<file path="src/rtl/q2e_pkg.sv">
// ----------------------------------------------------------------------------
// q2e_pkg
// Shared widths, constants, types and helper functions for the quaternion
// to Y-X-Z Euler angle converter.
// ----------------------------------------------------------------------------
package q2e_pkg;

  localparam int CORDIC_STAGES = 16;           // 8..24
  localparam int ATAN_LEN      = 24;

  localparam int QW   = 16;                    // quaternion component width
  localparam int PW   = 2 * QW;                // product width
  localparam int MW   = PW + 2;                // matrix term width
  localparam int SW   = 32;                    // clamped arcsine argument
  localparam int VW   = 61;                    // radicand width (<= 2^60)
  localparam int RW   = 31;                    // square root width (<= 2^30)
  localparam int CW   = MW + 3;                // CORDIC x/y width
  localparam int ZW   = 26;                    // angle width, 2^-16 degree
  localparam int IW   = 5;                     // stage index width
  localparam int AW   = 16;                    // Q9.7 output width
  localparam int PAW  = 15;                    // Q8.7 pitch width

  localparam int SQRT_BITS = RW;
  localparam int SQRT_DLY  = 2 + SQRT_BITS;    // s^2, radicand, root bits
  localparam int LAT       = 4 + SQRT_BITS + 1 + CORDIC_STAGES + 1;

  localparam logic signed [ZW-1:0] DEG90  = ZW'(90 * 65536);
  localparam logic signed [ZW-1:0] DEG180 = ZW'(180 * 65536);
  localparam logic signed [MW-1:0] ONE_Q30 = MW'(64'sd1 << 30);
  localparam logic signed [AW-1:0] YAW_LIMIT   = AW'(23040);
  localparam logic signed [AW-1:0] PITCH_LIMIT = AW'(11520);

  typedef struct packed {
    logic signed [MW-1:0] m02;
    logic signed [MW-1:0] m22;
    logic signed [MW-1:0] m10;
    logic signed [MW-1:0] m11;
    logic signed [SW-1:0] s;
  } m_terms_t;

  typedef struct packed {
    logic signed [CW-1:0] x;
    logic signed [CW-1:0] y;
    logic signed [ZW-1:0] z;
    logic                 hold;
  } rot_t;

  // atan(2^-i) in 2^-16 degree
  function automatic logic signed [ZW-1:0] atan_lut(input logic [IW-1:0] i);
    logic signed [ZW-1:0] r;
    unique case (i)
      5'd0:  r = ZW'(2949120);
      5'd1:  r = ZW'(1740967);
      5'd2:  r = ZW'(919879);
      5'd3:  r = ZW'(466945);
      5'd4:  r = ZW'(234379);
      5'd5:  r = ZW'(117304);
      5'd6:  r = ZW'(58666);
      5'd7:  r = ZW'(29335);
      5'd8:  r = ZW'(14668);
      5'd9:  r = ZW'(7334);
      5'd10: r = ZW'(3667);
      5'd11: r = ZW'(1833);
      5'd12: r = ZW'(917);
      5'd13: r = ZW'(458);
      5'd14: r = ZW'(229);
      5'd15: r = ZW'(115);
      5'd16: r = ZW'(57);
      5'd17: r = ZW'(29);
      5'd18: r = ZW'(14);
      5'd19: r = ZW'(7);
      5'd20: r = ZW'(4);
      5'd21: r = ZW'(2);
      5'd22: r = ZW'(1);
      default: r = '0;
    endcase
    return r;
  endfunction

  // round 2^-16 degree to Q9.7 (half up) and saturate to +/- limit
  function automatic logic signed [AW-1:0] round_angle(input logic signed [ZW-1:0] a,
                                                       input logic signed [AW-1:0] limit);
    logic signed [ZW-1:0]   t;
    logic signed [ZW-10:0]  r;
    logic signed [ZW-10:0]  lim;
    t   = a + ZW'(256);
    r   = (ZW-9)'(t >>> 9);
    lim = (ZW-9)'(limit);
    if (r > lim)       r = lim;
    else if (r < -lim) r = -lim;
    return AW'(r);
  endfunction

endpackage

</file>
<file path="src/rtl/q2e_sqrt_cell.sv">
// ----------------------------------------------------------------------------
// q2e_sqrt_cell
// One restoring square-root digit: decides root bit k, registers result.
// ----------------------------------------------------------------------------
module q2e_sqrt_cell (
  input  logic                      clk,
  input  logic                      en,
  input  logic [q2e_pkg::IW-1:0]    stage,
  input  logic [q2e_pkg::VW-1:0]    rem_in,
  input  logic [q2e_pkg::RW-1:0]    root_in,
  output logic [q2e_pkg::VW-1:0]    rem_out,
  output logic [q2e_pkg::RW-1:0]    root_out
);
  import q2e_pkg::*;

  logic [VW+1:0] trial;
  logic [VW+1:0] rem_ext;

  // (root + 2^k)^2 - root^2 = root*2^(k+1) + 2^(2k)
  assign trial   = ((VW+2)'(root_in) << (stage + 1'b1)) + ((VW+2)'(1) << (2 * stage));
  assign rem_ext = (VW+2)'(rem_in);

  always_ff @(posedge clk) begin
    if (en) begin
      if (rem_ext >= trial) begin
        rem_out  <= VW'(rem_ext - trial);
        root_out <= root_in | (RW'(1) << stage);
      end else begin
        rem_out  <= rem_in;
        root_out <= root_in;
      end
    end
  end

endmodule

</file>
<file path="config.mk">
export PLATFORM = sky130hd
export DESIGN_NAME = q2e_sqrt_cell
export DESIGN_NICKNAME = d
export VERILOG_FILES = /design/src/rtl/q2e_pkg.sv /design/src/rtl/q2e_sqrt_cell.sv
export SDC_FILE = /design/constraint.sdc
export NUM_CORES = 1
export LEC_CHECK = 0
export ABC_AREA = 1
export BUFFER_PORTS_ARGS = -buffer_cell sky130_fd_sc_hd__buf_2
export CAP_MARGIN = 15
export CORE_ASPECT_RATIO = 1.2
export CORE_MARGIN = 5
export CORE_UTILIZATION = 45
export CTS_BUF_LIST = sky130_fd_sc_hd__clkbuf_2 sky130_fd_sc_hd__clkbuf_4 sky130_fd_sc_hd__clkbuf_8
export DETAILED_ROUTE_END_ITERATION = 16
export PLACE_DENSITY_LB_ADDON = 0.3
export SYNTH_ARGS = -nofsm -noshare
export SYNTH_HDL_FRONTEND = slang
export SYNTH_SLANG_ARGS = --single-unit
</file>
<file path="constraint.sdc">
create_clock -name clk -period 6.1 [get_ports clk]
set_input_delay 0.61 -clock clk [delete_from_list [all_inputs] [get_ports clk]]
set_output_delay 0.61 -clock clk [all_outputs]
set_load 0.03 [all_outputs]
</file>
==> run summary <==
For the global placement routability congestion, the log shows 0.980. The library cells used most frequently in the layout, excluding fill and tap cells, are nand2_1, buf_4, inv_1. The detailed-router iteration count before antenna repair was 7; the total core area was 30,400 µm². The nature of the critical path startpoint is an input port. The number of buffers inserted for hold repair after clock tree synthesis came out at 0. The number of antenna violations at the first check in global routing came out at 0.

The row count is 70. For this design, the slowest cell found on the critical path is ha_1. Power spread over the standard cell area amounts to 210 nW/µm². The average vias per placed instance is 5.30, and the maximum number of buffers from clock root to sink is 2.

The largest vdd supply drop was 150 µV. The tools report the count of fill cells added during filler insertion as 2,882. Dividing the synthesized area by the synthesized cell count gives 6.05 µm². Global routing finished with a remaining overflow of 0.

The number of cells produced by synthesis came out at 2,285. The critical setup path kind is input port to register. Detail-routed net length per standard cell: 17.6 µm.

The count of nets left with antenna violations once routing finished came out at 0. TritonCTS created 9 clock buffers. In the final layout, the multi-input gates occupy 10,100 µm².

The most used cell along the critical path was nand2_1. The height of the die is 202 µm, and the number of different library cells in the post-synthesis netlist is 52. The tree built by TritonCTS fans out to 92 sinks. The path category of the worst min-delay check is input port to register. The max-slew violation count was 0. The pre-CTS setup slack was -712 ps. The sum of net half-perimeters after detailed placement was 50,600 µm. Depth of the CTS H-tree: 3.

TritonCTS built the clock tree. Summed over all layers, the routed wires come to 60,000 µm. Counting flops with a built-in enable in the synthesized netlist gives 92. The logs give 66.7% for the end-of-flow core utilization and 0 for the count of endpoints failing hold in the final timing report. The register area share after synthesis was 20.0%; the number of I/O port buffers was 190. The primary flip-flop cell chosen by synthesis mapping is edfxtp_1. The library cell used as clock root buffer was clkbuf_8. Routed via count: 18,100. 0 antenna diodes ended up in the layout. The final critical delay including setup and external delays is 5920 ps, and the relative area change from synthesis to final layout is 46.6%.

The largest single stage delay on the critical path is 340 ps. After detailed routing, the number of remaining DRC violations is 0. The number of max-cap violations is 0, and the number of flip-flops and latches in the synthesized netlist is 92.

Once layout is done, the placed cells without fillers occupy 20,300 µm². The maximum net fanout on the critical path is 31. The tools report the effective utilization at floorplan as 45.5%.

The slew at the pin closest to its max-slew limit is 687 ps. The most critical setup path has its startpoint at stage[0]. Setup repair after global routing could not meet its margin everywhere. At the worst endpoint, the required time is 6280 ps.

The Yosys step of the flow raised 0 warnings. For the total area of sequential cells, the log shows 2760 µm². In the global route stage, overall resource usage came out at 33.0%. At the end of the flow, the number of nets in the layout was 3,211. Entering global routing, the biggest net connects 93 pins. The placed instances occupy a cell area of 19,300 µm².

For the number of placed I/O pins, the log shows 191. The flow ran to the end, and the final reports show no timing, DRC or antenna violations. Setup violations remaining at the end of the flow were counted as 0.

After clock tree synthesis, the clock-pin slew on the worst setup and hold paths is 110 ps. The die covers 34,300 µm². Achievable frequency: 0.169 GHz.

The critical path data arrival time is 6100 ps, and the final clock period utilization by the worst path is 97.0%. STA classifies the critical path endpoint as a register. The floorplan step set the die width to 170 µm. The worst path meets setup with 181 ps of slack. In this run the static leakage power is 0.0102 µW. The relative max-transition margin came out at 54.2%. The fraction of layout cells with a size suffix above 1 works out to 31.5%.

The tools report the via count of the first global-routing pass as 17,800. The number of nets in the synthesized netlist is 2,483. The end point of the critical path is rem_out[3]$_DFFE_PP_. In the synthesized netlist the async set-or-reset flop fraction comes to 0%. The starting DRC count in detailed routing is 1,353, and the global-route wire length before repair is 90,200 µm.

Leaving out fill and tap cells, the most frequent cell in the layout is nand2_1. The synthesized netlist occupies a cell area of 13,800 µm². Along the worst hold path, the cell count comes to 3.
[sequential cells by signal, indices dropped and copies added, names as in the netlist]
signal    flops
rem_out      61
root_out     31
[worst min path at each step]
stage | startpoint | end | slack [ps]
after floorplan | en | rem_out[0]$_DFFE_PP_ | 720
after global placement | root_in[7] | root_out[7]$_DFFE_PP_ | 900
after detailed placement | root_in[1] | root_out[1]$_DFFE_PP_ | 900
after CTS | root_in[1] | root_out[1]$_DFFE_PP_ | 450
after global routing | root_in[5] | root_out[5]$_DFFE_PP_ | 460
final | root_in[1] | root_out[1]$_DFFE_PP_ | 480
[through the flow]
step / cells / hold WS [ps] / total power (µW) / setup TNS, ps
floorplan: 2285 / 722 / 2370 / -2560
global placement: 3378 / 898 / 3610 / -58620
detailed placement: 3378 / 901 / 3640 / -60620
CTS: 3394 / 454 / 4090 / 0
global route: 3414 / 462 / 4530 / -4620
finish: 3414 / 477 / 4250 / 0
[cell families (layout without fill, tap and decap cells)]
| logic type | count (synthesis) | after routing | share of synthesized area (%) |
|---|---|---|---|
| xor+xnor | 99 | 99 | 6.38 |
| fa+ha+maj | 99 | 99 | 9.02 |
| mux | 20 | 20 | 1.45 |
| flops | 92 | 92 | 20.0 |
| simple gates | 1250 | 1250 | 38.0 |
| buf+inv | 375 | 1108 | 11.1 |
| compound gates | 350 | 350 | 14.0 |
[report_power, final]
group          switching, µW  internal (µW)  total [µW]
combinational           1670           1270        2940
clock                    283            151         434
sequential              23.9            850         873
total                   1980           2270        4250
[repair_timing]
action,in CTS,in global routing
gates cloned,0,3
endpoints found under the setup margin,92,92
resized for setup,23,165
setup buffers,0,17
pin swaps,0,23
[layout make-up]
cell class	instances	area share (%)
multi-input cells	1818	49.8
repair buffers	783	27.5
flip-flops and latches	92	13.6
inverters	308	5.74
well taps	396	2.44
clock buffers	9	0.611
clock inverters	7	0.241
repair inverters	1	0.0309
[critical path: cells and delay by family]
| kind | cells | cell delay [ps] |
|---|---|---|
| muxes | 1 | 70 |
| adders and majority gates | 3 | 840 |
| and+or+nand+nor | 17 | 1760 |
| xor gates and xnor gates | 1 | 200 |
| buffers and inverters | 13 | 1860 |
| AOI/OAI and AO/OA | 6 | 710 |
[metal layers]
layer | share of wire, % | global-route usage, % | up-vias
met5 | 0 | 0 | -
met4 | 6.2 | 17.6 | 0
met3 | 4.9 | 2.99 | 166
met2 | 49 | 59.3 | 673
met1 | 40 | 38.4 | 8256
li1 | - | - | 9001
[cell usage after synthesis, types with 3 or more instances]
| library cell | number | area (µm²) |
|---|---|---|
| a21boi_0 | 4 | 30.0 |
| a21o_1 | 7 | 52.6 |
| a21oi_1 | 129 | 646 |
| a31oi_1 | 19 | 119 |
| and2_1 | 3 | 18.8 |
| buf_1 | 9 | 33.8 |
| buf_2 | 22 | 110 |
| buf_4 | 5 | 37.5 |
| buf_6 | 11 | 124 |
| clkbuf_1 | 20 | 75.1 |
| edfxtp_1 | 92 | 2760 |
| ha_1 | 98 | 1230 |
| inv_1 | 285 | 1070 |
| inv_2 | 21 | 78.8 |
| mux2i_1 | 20 | 200 |
| nand2_1 | 632 | 2370 |
| nand3_1 | 287 | 1440 |
| nand3b_1 | 7 | 52.6 |
| nand4_1 | 23 | 144 |
| nor2_1 | 253 | 950 |
| nor2_2 | 7 | 43.8 |
| nor3_1 | 22 | 110 |
| nor4_1 | 7 | 43.8 |
| o2111ai_1 | 4 | 35.0 |
| o211ai_1 | 5 | 37.5 |
| o21a_1 | 11 | 82.6 |
| o21ai_0 | 139 | 696 |
| o21ai_1 | 8 | 40.0 |
| o21bai_1 | 8 | 60.1 |
| o22ai_1 | 3 | 18.8 |
| xnor2_1 | 22 | 193 |
| xor2_1 | 75 | 657 |
Power figures use the tool's default switching activity.
